--- src/rtl/sitp_pkg.sv ---
package sitp_pkg;

	localparam int unsigned CHAR_W  = 8;
	localparam int unsigned RADIX_W = 6;
	localparam int unsigned VALUE_W = 64;
	localparam int unsigned POS_W   = 16;
	localparam int unsigned PROD_W  = VALUE_W + RADIX_W;

	localparam logic [POS_W-1:0] MAX_POS = 16'hFFFF;

	localparam logic [VALUE_W-1:0] POS_LIMIT = 64'h7FFF_FFFF_FFFF_FFFF;
	localparam logic [VALUE_W-1:0] NEG_LIMIT = 64'h8000_0000_0000_0000;

	localparam logic [CHAR_W-1:0] CH_NUL   = 8'h00;
	localparam logic [CHAR_W-1:0] CH_TAB   = 8'h09;
	localparam logic [CHAR_W-1:0] CH_CR    = 8'h0D;
	localparam logic [CHAR_W-1:0] CH_SPACE = 8'h20;
	localparam logic [CHAR_W-1:0] CH_PLUS  = 8'h2B;
	localparam logic [CHAR_W-1:0] CH_MINUS = 8'h2D;
	localparam logic [CHAR_W-1:0] CH_0     = 8'h30;
	localparam logic [CHAR_W-1:0] CH_9     = 8'h39;
	localparam logic [CHAR_W-1:0] CH_UA    = 8'h41;
	localparam logic [CHAR_W-1:0] CH_UZ    = 8'h5A;
	localparam logic [CHAR_W-1:0] CH_UX    = 8'h58;
	localparam logic [CHAR_W-1:0] CH_LA    = 8'h61;
	localparam logic [CHAR_W-1:0] CH_LZ    = 8'h7A;
	localparam logic [CHAR_W-1:0] CH_LX    = 8'h78;

	localparam logic [RADIX_W-1:0] BASE_OCT = 6'd8;
	localparam logic [RADIX_W-1:0] BASE_DEC = 6'd10;
	localparam logic [RADIX_W-1:0] BASE_HEX = 6'd16;

	typedef enum logic [1:0] {
		BASE_HOLD,
		BASE_PREFIX,
		BASE_PLAIN,
		BASE_FORCE_HEX
	} base_op_t;

	typedef enum logic [1:0] {
		ACC_HOLD,
		ACC_DIGIT,
		ACC_MAC
	} acc_op_t;

	typedef enum logic [1:0] {
		RES_ZERO,
		RES_ACC,
		RES_LIMIT
	} res_sel_t;

	typedef enum logic [1:0] {
		END_ZERO,
		END_IDX,
		END_IDX_M1
	} end_sel_t;

	typedef struct packed {
		logic     new_str;
		logic     pos_inc;
		logic     neg_load;
		base_op_t base_op;
		acc_op_t  acc_op;
		logic     emit;
		res_sel_t res_sel;
		end_sel_t end_sel;
	} dp_cmd_t;

	typedef struct packed {
		logic nul;
		logic blank;
		logic sign;
		logic zero_char;
		logic x_char;
		logic radix_pfx;
		logic dig_ok_new;
		logic dig_ok_eff;
		logic dig_hex;
		logic mac_ovf;
	} dp_status_t;

	typedef struct packed {
		logic [VALUE_W-1:0] value;
		logic [POS_W-1:0]   end_index;
		logic               overflow;
	} result_t;

	// digit value of an alphanumeric character; bit 6 flags a valid digit
	function automatic logic [RADIX_W:0] digit_of(input logic [CHAR_W-1:0] c);
		logic [CHAR_W-1:0] t;
		logic [RADIX_W:0]  r;
		r = '0;
		t = '0;
		if (c >= CH_0 && c <= CH_9) begin
			t = c - CH_0;
			r = {1'b1, t[RADIX_W-1:0]};
		end else if (c >= CH_LA && c <= CH_LZ) begin
			t = c - CH_LA + 8'd10;
			r = {1'b1, t[RADIX_W-1:0]};
		end else if (c >= CH_UA && c <= CH_UZ) begin
			t = c - CH_UA + 8'd10;
			r = {1'b1, t[RADIX_W-1:0]};
		end
		return r;
	endfunction

endpackage

--- src/rtl/signed_integer_text_parser_top.sv ---
// Streaming signed integer text parser, strtol style.
// Input channel: one character per beat (char_code, in_valid/in_ready); a
// zero byte ends the string. Leading blanks, one sign, then an optional
// 0x/0 prefix (radix 0 auto-detects, radix 16 skips 0x) and digits below
// the base are taken.
// Output channel: one beat per string (value, end_index, overflow,
// out_valid/out_ready), issued on the first character that is not part of
// the number. Overflow saturates value to the signed 64-bit limit.
// Configuration: cfg_we/cfg_data write the radix; write only while idle.
// Throughput: one character per clock while in_ready is high. Per-digit
// multiply-add (64 x 6 bit product, add, limit compare) is combinational.
// Output: the ending beat's result is registered in the head or skid entry.
// Stall: a two-entry output buffer holds results; in_ready drops only
// when both entries are occupied and returns as the receiver takes one.
// Reset: clears the radix to 0 (automatic), the parse state and both
// output entries; no clearing pass is needed.
module signed_integer_text_parser_top (
	input  logic                                clk,
	input  logic                                arst_n,
	input  logic                                cfg_we,
	input  logic [sitp_pkg::RADIX_W-1:0]        cfg_data,
	input  logic                                in_valid,
	output logic                                in_ready,
	input  logic [sitp_pkg::CHAR_W-1:0]         char_code,
	output logic                                out_valid,
	input  logic                                out_ready,
	output logic signed [sitp_pkg::VALUE_W-1:0] value,
	output logic [sitp_pkg::POS_W-1:0]          end_index,
	output logic                                overflow
);

	logic                 in_fire;
	logic                 buf_full;
	sitp_pkg::dp_cmd_t    cmd;
	sitp_pkg::dp_status_t status;
	sitp_pkg::result_t    result;
	sitp_pkg::result_t    out_data;

	assign in_ready = !buf_full;
	assign in_fire  = in_valid && in_ready;

	// phase sequencing
	sitp_ctrl u_ctrl (
		.clk     (clk),
		.arst_n  (arst_n),
		.in_fire (in_fire),
		.status  (status),
		.cmd     (cmd)
	);

	// radix, accumulator, position, sign and classification
	sitp_dp u_dp (
		.clk       (clk),
		.arst_n    (arst_n),
		.cfg_we    (cfg_we),
		.cfg_data  (cfg_data),
		.char_code (char_code),
		.in_fire   (in_fire),
		.cmd       (cmd),
		.status    (status),
		.result    (result)
	);

	// result register plus skid entry
	sitp_outbuf u_outbuf (
		.clk       (clk),
		.arst_n    (arst_n),
		.push      (cmd.emit),
		.push_data (result),
		.full      (buf_full),
		.out_valid (out_valid),
		.out_ready (out_ready),
		.out_data  (out_data)
	);

	assign value     = signed'(out_data.value);
	assign end_index = out_data.end_index;
	assign overflow  = out_data.overflow;

	// a result is only produced by an accepted beat
	a_emit_on_fire : assert property (@(posedge clk) disable iff (!arst_n)
		cmd.emit |-> in_fire)
		else $error("result issued without an accepted beat");

	// the skid entry only fills behind a waiting head
	a_skid_behind_head : assert property (@(posedge clk) disable iff (!arst_n)
		!in_ready |-> out_valid)
		else $error("skid entry occupied with empty head");

	// a saturated result carries one of the two limits
	a_ovf_limit : assert property (@(posedge clk) disable iff (!arst_n)
		(out_valid && overflow) |->
		(out_data.value == sitp_pkg::POS_LIMIT || out_data.value == sitp_pkg::NEG_LIMIT))
		else $error("overflow flagged without saturated value");

	// a stalled head beat is not overwritten by a new result
	a_head_held : assert property (@(posedge clk) disable iff (!arst_n)
		(out_valid && !out_ready && cmd.emit) |=> (out_valid && !in_ready))
		else $error("result lost while receiver stalled");

endmodule

--- src/rtl/sitp_dp.sv ---
module sitp_dp (
	input  logic                          clk,
	input  logic                          arst_n,
	input  logic                          cfg_we,
	input  logic [sitp_pkg::RADIX_W-1:0]  cfg_data,
	input  logic [sitp_pkg::CHAR_W-1:0]   char_code,
	input  logic                          in_fire,
	input  sitp_pkg::dp_cmd_t             cmd,
	output sitp_pkg::dp_status_t          status,
	output sitp_pkg::result_t             result
);

	logic [sitp_pkg::RADIX_W-1:0] radix_q;
	logic [sitp_pkg::RADIX_W-1:0] base_q;
	logic [sitp_pkg::VALUE_W-1:0] acc_q;
	logic [sitp_pkg::POS_W-1:0]   pos_q;
	logic                         neg_q;

	logic [sitp_pkg::RADIX_W:0]   dig;
	logic                         dvalid;
	logic [sitp_pkg::RADIX_W-1:0] dval;
	logic [sitp_pkg::RADIX_W-1:0] new_base;
	logic [sitp_pkg::RADIX_W-1:0] pfx_base;
	logic [sitp_pkg::PROD_W-1:0]  prod;
	logic [sitp_pkg::PROD_W-1:0]  mac_sum;
	logic [sitp_pkg::PROD_W-1:0]  limit_w;
	logic [sitp_pkg::VALUE_W-1:0] mag;

	assign dig    = sitp_pkg::digit_of(char_code);
	assign dvalid = dig[sitp_pkg::RADIX_W];
	assign dval   = dig[sitp_pkg::RADIX_W-1:0];

	assign new_base = (radix_q == '0) ? sitp_pkg::BASE_DEC : radix_q;
	assign pfx_base = (radix_q == '0) ? sitp_pkg::BASE_OCT : sitp_pkg::BASE_HEX;

	// acc never exceeds 2^63 and base stays below 64, so the sum fits
	assign prod    = sitp_pkg::PROD_W'(acc_q) * sitp_pkg::PROD_W'(base_q);
	assign mac_sum = prod + sitp_pkg::PROD_W'(dval);
	assign limit_w = neg_q ? sitp_pkg::PROD_W'(sitp_pkg::NEG_LIMIT)
	                       : sitp_pkg::PROD_W'(sitp_pkg::POS_LIMIT);

	always_comb begin
		status.nul        = (char_code == sitp_pkg::CH_NUL);
		status.blank      = (char_code == sitp_pkg::CH_SPACE) ||
		                    (char_code >= sitp_pkg::CH_TAB && char_code <= sitp_pkg::CH_CR);
		status.sign       = (char_code == sitp_pkg::CH_PLUS) ||
		                    (char_code == sitp_pkg::CH_MINUS);
		status.zero_char  = (char_code == sitp_pkg::CH_0);
		status.x_char     = (char_code == sitp_pkg::CH_LX) || (char_code == sitp_pkg::CH_UX);
		status.radix_pfx  = (radix_q == '0) || (radix_q == sitp_pkg::BASE_HEX);
		status.dig_ok_new = dvalid && (dval < new_base);
		status.dig_ok_eff = dvalid && (dval < base_q) && (base_q != '0);
		status.dig_hex    = dvalid && (dval < sitp_pkg::BASE_HEX);
		status.mac_ovf    = (mac_sum > limit_w);
	end

	always_comb begin
		unique case (cmd.res_sel)
			sitp_pkg::RES_ACC:   mag = acc_q;
			sitp_pkg::RES_LIMIT: mag = limit_w[sitp_pkg::VALUE_W-1:0];
			default:             mag = '0;
		endcase
		result.value    = neg_q ? (~mag + 64'd1) : mag;
		result.overflow = (cmd.res_sel == sitp_pkg::RES_LIMIT);
		unique case (cmd.end_sel)
			sitp_pkg::END_IDX:    result.end_index = pos_q;
			sitp_pkg::END_IDX_M1: result.end_index = (pos_q == '0) ? '0 : pos_q - 16'd1;
			default:              result.end_index = '0;
		endcase
	end

	always_ff @(posedge clk or negedge arst_n) begin
		if (!arst_n) begin
			radix_q <= '0;
		end else if (cfg_we) begin
			radix_q <= cfg_data;
		end
	end

	always_ff @(posedge clk or negedge arst_n) begin
		if (!arst_n) begin
			base_q <= '0;
			acc_q  <= '0;
			pos_q  <= '0;
			neg_q  <= 1'b0;
		end else if (in_fire) begin
			if (cmd.new_str) begin
				base_q <= '0;
				acc_q  <= '0;
				pos_q  <= '0;
				neg_q  <= 1'b0;
			end else begin
				if (cmd.pos_inc && pos_q != sitp_pkg::MAX_POS) begin
					pos_q <= pos_q + 16'd1;
				end
				if (cmd.neg_load) begin
					neg_q <= (char_code == sitp_pkg::CH_MINUS);
				end
				unique case (cmd.base_op)
					sitp_pkg::BASE_PREFIX:    base_q <= pfx_base;
					sitp_pkg::BASE_PLAIN:     base_q <= new_base;
					sitp_pkg::BASE_FORCE_HEX: base_q <= sitp_pkg::BASE_HEX;
					default:                  base_q <= base_q;
				endcase
				unique case (cmd.acc_op)
					sitp_pkg::ACC_DIGIT: acc_q <= sitp_pkg::VALUE_W'(dval);
					sitp_pkg::ACC_MAC:   acc_q <= mac_sum[sitp_pkg::VALUE_W-1:0];
					default:             acc_q <= acc_q;
				endcase
			end
		end
	end

endmodule

--- src/rtl/sitp_ctrl.sv ---
module sitp_ctrl (
	input  logic                 clk,
	input  logic                 arst_n,
	input  logic                 in_fire,
	input  sitp_pkg::dp_status_t status,
	output sitp_pkg::dp_cmd_t    cmd
);

	localparam logic [2:0] PH_BLANK  = 3'd0;
	localparam logic [2:0] PH_SIGNED = 3'd1;
	localparam logic [2:0] PH_ZERO   = 3'd2;
	localparam logic [2:0] PH_HEXX   = 3'd3;
	localparam logic [2:0] PH_DIGITS = 3'd4;
	localparam logic [2:0] PH_DONE   = 3'd5;

	logic [2:0] phase_q;
	logic [2:0] phase_d;

	always_comb begin
		cmd         = '0;
		cmd.base_op = sitp_pkg::BASE_HOLD;
		cmd.acc_op  = sitp_pkg::ACC_HOLD;
		cmd.res_sel = sitp_pkg::RES_ZERO;
		cmd.end_sel = sitp_pkg::END_ZERO;
		phase_d     = phase_q;
		if (in_fire) begin
			cmd.pos_inc = (phase_q != PH_DONE);
			unique case (phase_q)
				PH_BLANK, PH_SIGNED: begin
					if (phase_q == PH_BLANK && status.blank) begin
						phase_d = PH_BLANK;
					end else if (phase_q == PH_BLANK && status.sign) begin
						cmd.neg_load = 1'b1;
						phase_d      = PH_SIGNED;
					end else if (status.zero_char && status.radix_pfx) begin
						cmd.base_op = sitp_pkg::BASE_PREFIX;
						phase_d     = PH_ZERO;
					end else begin
						cmd.base_op = sitp_pkg::BASE_PLAIN;
						if (status.dig_ok_new) begin
							cmd.acc_op = sitp_pkg::ACC_DIGIT;
							phase_d    = PH_DIGITS;
						end else begin
							cmd.emit = 1'b1;
						end
					end
				end
				PH_ZERO: begin
					if (status.x_char) begin
						cmd.base_op = sitp_pkg::BASE_FORCE_HEX;
						phase_d     = PH_HEXX;
					end else if (!status.dig_ok_eff) begin
						cmd.emit    = 1'b1;
						cmd.res_sel = sitp_pkg::RES_ACC;
						cmd.end_sel = sitp_pkg::END_IDX;
					end else if (status.mac_ovf) begin
						cmd.emit    = 1'b1;
						cmd.res_sel = sitp_pkg::RES_LIMIT;
						cmd.end_sel = sitp_pkg::END_IDX;
					end else begin
						cmd.acc_op = sitp_pkg::ACC_MAC;
						phase_d    = PH_DIGITS;
					end
				end
				PH_HEXX: begin
					if (status.dig_hex) begin
						cmd.acc_op = sitp_pkg::ACC_DIGIT;
						phase_d    = PH_DIGITS;
					end else begin
						// bare prefix: the x is given back
						cmd.emit    = 1'b1;
						cmd.end_sel = sitp_pkg::END_IDX_M1;
					end
				end
				PH_DIGITS: begin
					if (!status.dig_ok_eff) begin
						cmd.emit    = 1'b1;
						cmd.res_sel = sitp_pkg::RES_ACC;
						cmd.end_sel = sitp_pkg::END_IDX;
					end else if (status.mac_ovf) begin
						cmd.emit    = 1'b1;
						cmd.res_sel = sitp_pkg::RES_LIMIT;
						cmd.end_sel = sitp_pkg::END_IDX;
					end else begin
						cmd.acc_op = sitp_pkg::ACC_MAC;
					end
				end
				PH_DONE: begin
					if (status.nul) begin
						cmd.new_str = 1'b1;
						phase_d     = PH_BLANK;
					end
				end
				default: begin
					cmd.new_str = 1'b1;
					phase_d     = PH_BLANK;
				end
			endcase
			if (cmd.emit) begin
				cmd.new_str = status.nul;
				phase_d     = status.nul ? PH_BLANK : PH_DONE;
			end
		end
	end

	always_ff @(posedge clk or negedge arst_n) begin
		if (!arst_n) begin
			phase_q <= PH_BLANK;
		end else begin
			phase_q <= phase_d;
		end
	end

endmodule

--- src/rtl/sitp_outbuf.sv ---
module sitp_outbuf (
	input  logic              clk,
	input  logic              arst_n,
	input  logic              push,
	input  sitp_pkg::result_t push_data,
	output logic              full,
	output logic              out_valid,
	input  logic              out_ready,
	output sitp_pkg::result_t out_data
);

	logic              head_valid_q;
	logic              skid_valid_q;
	sitp_pkg::result_t head_q;
	sitp_pkg::result_t skid_q;
	logic              head_free;

	assign head_free = !head_valid_q || out_ready;
	assign full      = skid_valid_q;
	assign out_valid = head_valid_q;
	assign out_data  = head_q;

	always_ff @(posedge clk or negedge arst_n) begin
		if (!arst_n) begin
			head_valid_q <= 1'b0;
			skid_valid_q <= 1'b0;
		end else if (head_free) begin
			if (skid_valid_q) begin
				head_valid_q <= 1'b1;
				skid_valid_q <= push;
			end else begin
				head_valid_q <= push;
			end
		end else if (push) begin
			skid_valid_q <= 1'b1;
		end
	end

	always_ff @(posedge clk) begin
		if (head_free) begin
			if (skid_valid_q) begin
				head_q <= skid_q;
				if (push) begin
					skid_q <= push_data;
				end
			end else if (push) begin
				head_q <= push_data;
			end
		end else if (push) begin
			skid_q <= push_data;
		end
	end

endmodule

--- config.mk ---
export PLATFORM = sky130hd
export DESIGN_NAME = signed_integer_text_parser_top
export DESIGN_NICKNAME = d
export VERILOG_FILES = /design/src/rtl/sitp_pkg.sv /design/src/rtl/signed_integer_text_parser_top.sv /design/src/rtl/sitp_dp.sv /design/src/rtl/sitp_ctrl.sv /design/src/rtl/sitp_outbuf.sv
export SDC_FILE = /design/constraint.sdc
export NUM_CORES = 2
export LEC_CHECK = 0
export BUFFER_PORTS_ARGS = -buffer_cell sky130_fd_sc_hd__buf_2
export CAP_MARGIN = 20
export CORE_MARGIN = 2
export CORE_UTILIZATION = 45
export DETAILED_ROUTE_END_ITERATION = 6
export SYNTH_ARGS = -nofsm -noshare
export SYNTH_HDL_FRONTEND = slang
export SYNTH_SLANG_ARGS = --single-unit
--- constraint.sdc ---
create_clock -name clk -period 12.1 [get_ports clk]
set_clock_uncertainty 0.2 [all_clocks]
set_input_delay 1.815 -clock clk [delete_from_list [all_inputs] [get_ports clk]]
set_output_delay 1.815 -clock clk [all_outputs]
set_load 0.03 [all_outputs]
# Word level (Yosys, flattened, before mapping)
# Cells that the tools add are included.
dict set report word_totals {
  reg_bits 260
  inputBits 19
  out_inout_bits 83
}
dict set report op_classes {
  add_sub_neg 9
  n_mul 1
  magnitude_cmp 12
  n_eq_ne 30
  muxes 65
  n_bitwise 1
  n_reduce_logical 39
}
# cell count
set op_table {}
lappend op_table {{81-bit 2-to-1 mux} 5}
lappend op_table {{64-bit case mux with 2 select lines} 2}
lappend op_table {{64-bit 2-to-1 mux} 3}
lappend op_table {{70-bit by 6-bit adder with 70-bit output} 1}
lappend op_table {{70-bit greater-than comparator} 1}
lappend op_table {{64-bit by 6-bit multiplier with 70-bit output} 1}
lappend op_table {{64-bit by 1-bit adder with 64-bit output (second input constant)} 1}
lappend op_table {{64-bit NOT} 1}
lappend op_table {{16-bit 2-to-1 mux} 3}
lappend op_table {{3-bit 2-to-1 mux} 12}
lappend op_table {{8-bit by 6-bit == test with 1-bit output (second input constant)} 4}
lappend op_table {{16-bit case mux with 2 select lines} 1}
lappend op_table {{7-bit 2-to-1 mux} 4}
lappend op_table {{5-bit 2-to-1 mux} 4}
lappend op_table {{6-bit 2-to-1 mux} 3}
lappend op_table {{6-bit case mux with 3 select lines} 1}
lappend op_table {{16-bit by 1-bit adder with 16-bit output (second input constant)} 1}
lappend op_table {{8-bit by 7-bit == test with 1-bit output (second input constant)} 2}
lappend op_table {{8-bit by 7-bit greater-or-equal comparator with 1-bit output (second input constant)} 2}
lappend op_table {{8-bit by 7-bit <= comparator with 1-bit output (second input constant)} 2}
lappend op_table {{16-bit logical NOT} 1}
lappend op_table {{16-bit != test (second input constant)} 1}
lappend op_table {{16-bit by 1-bit subtractor with 16-bit output (second input constant)} 1}
lappend op_table {{3-bit case mux with 5 select lines} 1}
lappend op_table {{43 further kinds} 99}

# Depth between registers and ports, before layout
dict set report logic_depth {
  word_depth 23
  depth_mapped 53
}

# Hierarchy
# A second synthesis with hierarchy kept.
dict set report unflattened {
  hier_cells 3149
  area_unflattened_um2 28805.1
}
# module instances cells_each area_each_um2
set modules_own_cells {}
lappend modules_own_cells {sitp_dp 1 2820 22210.1}
lappend modules_own_cells {sitp_outbuf 1 260 6142.1}
lappend modules_own_cells {sitp_ctrl 1 67 442.9}
lappend modules_own_cells {signed_integer_text_parser_top 1 2 10.0}

# Worst setup path after synthesis
# No wires, ideal clock.
dict set report synth_timing {
  path_kind {input to register}
  from {input port char_code[1] in the netlist's numbering}
  to {register u_outbuf.skid_q[0] in the netlist's numbering (enable)}
  arrival_ns 13.010
  path_slack_ns -1.729
  stages 29
  n_path_buf 0
  path_cell_list {inv_1 > ha_1 > or4b_1 > a21boi_1 > a2111o_2 > a21boi_1 > o21ai_0 > a22oi_1 > fa_1 > inv_1 > ha_1 > a211oi_1 > o21ai_1 > a21oi_1 > o41ai_2 > a21bo_2 > a41oi_1 > o31ai_1 > a211oi_1 > o21ai_1 > xor2_1 > ha_1 > nand3_1 > or3_1 > nand2_1 > o211ai_1 > nand4_2 > o31ai_1 > nor3_1}
}
# element line_no
set synth_rtl {}
lappend synth_rtl {{from (decl)} signed_integer_text_parser_top.sv:24} ;# input logic [sitp_pkg::CHAR_W-1:0] char_code,
lappend synth_rtl {{to (signal assigned)} sitp_outbuf.sv:44} ;# skid_q <= push_data;
lappend synth_rtl {{to (signal assigned)} sitp_outbuf.sv:50} ;# skid_q <= push_data;
lappend synth_rtl {{to (decl)} sitp_outbuf.sv:15} ;# sitp_pkg::result_t skid_q;

==> metrics.csv <==
metric,value,unit
status,completed,
hold_buf cts,0,
Hold Startpoint,u_outbuf.skid_q[68],
Netlist cell types,93,
clock tree buffer depth,3,
total core area,0.0631,mm2
largest net degree at the start of global routing,82,
initial antenna violation count,0,
reg-to-reg endpoint,u_outbuf.out_data[79],
clock root cell,clkbuf_16,
most frequent CP cell,nand2_1,
Hold Slack,0.330,ns
WS Path Type,input pin to flop,
Tot Pwr,4.38,mW
FF-to-FF setup slack,0.86,ns
Final Non-Filler Cells,4094,
Die ar.,0.0659,mm2
r2r worst-path depth,41,
top_reg_cell synth,edfxtp_1,
maximum vdd drop,0.112,mV
critical-path maximum fanout,7,
worst min-delay path class,flop to flop,
Slew Limit Fails,0,
Synth Cell Area,0.0287,mm2
max frequency,87.3,MHz
row count,92,
YS warnings,0,
DRC,0,
Post-CTS Setup Repair Bufs,0,
clk slew on worst S/H paths,0.06,ns
slowest library cell on the worst path,a2111o_2,
final net count,3733,
die height,257,um
unrepaired setup endpoints after global routing,no,
register area,0.00733,mm2
routed vias/inst,5.89,
Top-Level Pins,102,
"EDFF count, synth",162,
leak pwr,14.4,nW
Vias,24100,
gpl congestion,0.953,
synthesized flop and latch total,260,
Slew headroom,27.4,%
Multi-input gate area,0.0195,mm2
Slowest Stage Delay on Critical Path,0.49,ns
share of cells above drive strength 1,12.2,%
global route overflow,0,
"Seq/Total Area, Yosys",25.5,%
mean post-synth cell area,8.95,um2
Synth Instances,3213,
Layout area overhead,9.05,%
vias in the first global route,24500,
all-layer global routing usage,26.0,%
filler instances,6046,
Post-DP HPWL,65300,um
final core area utilization,49.7,%
critical path launch point type,input pin,
post-route ant nets,0,
reg2reg start,u_dp.base_q[0],
DP Cell Count,4041,
Die Span X,257,um
syn nets,3720,
Worst setup EP type,flop,
# setup viols final,0,
Hold Path Depth,2,
worst slew pin tran,1.08,ns
post-DR wirelength/cell,21.0,um
maxcap violations,0,
Skew-Pair Late Insertion Delay,0.59,ns
Final Hold Vio Count,0,
pwr/cell area,140,mW/mm2
# resized after CTS,0,
Initial Util,45.6,%
"Endpoint, Worst Hold",u_outbuf.out_data[68],
Fin Setup TNS,0,ns
CTS HTree Levels,1,
WP data required,12.23,ns
CTS Buf Count,29,
asr flop ratio synth,37.7,%
clock sinks,260,
fin crit share,94.7,%
min Tclk post-route,11.46,ns
global-route wire length before repair,137000,um
DR iter-0 viols,2086,
CTS tree,done,
Total Wirelength,85800,um
CP Data Arrival Time,11.59,ns
Initial DRT Pass Iterations,6,
Buffers on Ports,101,
-- metal layers --
layer,wire length (um),track usage [%]
met3,4340,2.36
met2,40700,43.4
met1,38600,36.3
met5,0,0
met4,2180,6.73
-- power breakdown --
part	switching (mW)	leakage, nW	internal (mW)
combinational	1.38	11.1	0.728
sequential	0.224	2.84	1.13
clock	0.403	0.461	0.511
-- sequential cells by signal, summed over array words and instances (netlist names) --
| signal | flops |
|---|---|
| u_outbuf.out_valid | 1 |
| u_dp.neg_q | 1 |
| u_dp.radix_q | 6 |
| u_outbuf.full | 1 |
| u_dp.base_q | 6 |
| u_ctrl.phase_q | 3 |
| u_dp.acc_q | 64 |
| u_outbuf.out_data | 81 |
| u_dp.pos_q | 16 |
| u_outbuf.skid_q | 81 |
-- cell type report --
type                       count  share of cell area (%)
multi-input combinational   2446                    62.3
sequential                   260                    23.4
timing repair buffer         214                    4.61
tap                          846                    3.38
inverter                     275                    3.29
clock buffer                  33                    2.36
clock inverter                19                   0.670
antenna                        1                 0.00798
-- cells in the final DEF (no fill, tap or decap), types with 11 or more instances in the layout --
cell       count
nor3_1        40
buf_4        107
fa_1         252
nand3_1       37
nand2_1      452
nand2b_1      20
mux2_2        78
and2_1       149
o21ai_1       18
ha_1         235
o31ai_1       24
edfxtp_1     162
a221oi_1      11
dfrtp_1       92
o211ai_1      20
a21o_1        28
nor4_1        17
nor2_1       210
inv_1        271
nand4_1       52
a21oi_1      242
and3_1        15
a31oi_1       23
or3_1         17
a211oi_1      15
o21ai_0      126
a22o_1        61
xor2_1        41
buf_2        100
clkbuf_16     29
xnor2_1       78
nor2b_1       17
-- synthesized netlist by cell type (all sizes together) (18+ instances only) --
| cell type | n | area, um2 |
|---|---|---|
| buf | 49 | 249 |
| nand4 | 54 | 359 |
| dfrtp | 98 | 2450 |
| xnor2 | 78 | 683 |
| nor2b | 19 | 119 |
| a31oi | 23 | 144 |
| xor2 | 41 | 359 |
| mux2 | 79 | 893 |
| nor2 | 213 | 802 |
| fa | 252 | 5040 |
| nand2b | 20 | 125 |
| a21o | 28 | 210 |
| nor3 | 44 | 235 |
| a21oi | 245 | 1230 |
| nand3 | 37 | 185 |
| o211ai | 20 | 150 |
| ha | 236 | 2950 |
| and2 | 149 | 932 |
| inv | 273 | 1020 |
| o21ai | 147 | 747 |
| edfxtp | 162 | 4860 |
| or3 | 18 | 118 |
| clkbuf | 183 | 688 |
| nor4 | 18 | 128 |
| o31ai | 28 | 234 |
| nand2 | 452 | 1700 |
| a22o | 61 | 534 |
-- cell families after synthesis --
family	synth area share [%]
and+or+nand+nor	17.6
xor gates and xnor gates	3.63
DFF	25.5
adders and majority gates	27.8
AOI/OAI and AO/OA	15.4
buffers and inverters	6.85
muxes	3.25
-- critical path, delay by kind of cell --
kind                       cells  cell delay, ns
buffers and inverters          5            0.59
AOI/OAI and AO/OA             14            3.39
and+or+nand+nor               18            3.50
muxes                          1            0.27
adders and majority gates      6            1.68
xor gates and xnor gates       2            0.35
-- stage by stage --
stage,setup slack [ns],area [um2]
final,0.639,31400
after global routing,0.0548,31300
after CTS,0.697,31300
after detailed placement,0.123,30400
after global placement,0.209,30400
after floorplan,0.0469,28800
-- worst max-delay path by stage --
stage / startpoint / to / slack (ns)
floorplan: char_code[1] / u_outbuf.out_data[79] / 0.05
global placement: char_code[1] / u_outbuf.out_data[79] / 0.21
detailed placement: char_code[1] / u_outbuf.out_data[79] / 0.12
CTS: char_code[1] / u_outbuf.out_data[79] / 0.70
global route: char_code[4] / u_outbuf.out_data[79] / 0.05
finish: char_code[4] / u_outbuf.out_data[79] / 0.64
No activity file was read; power rests on OpenSTA's default activity.
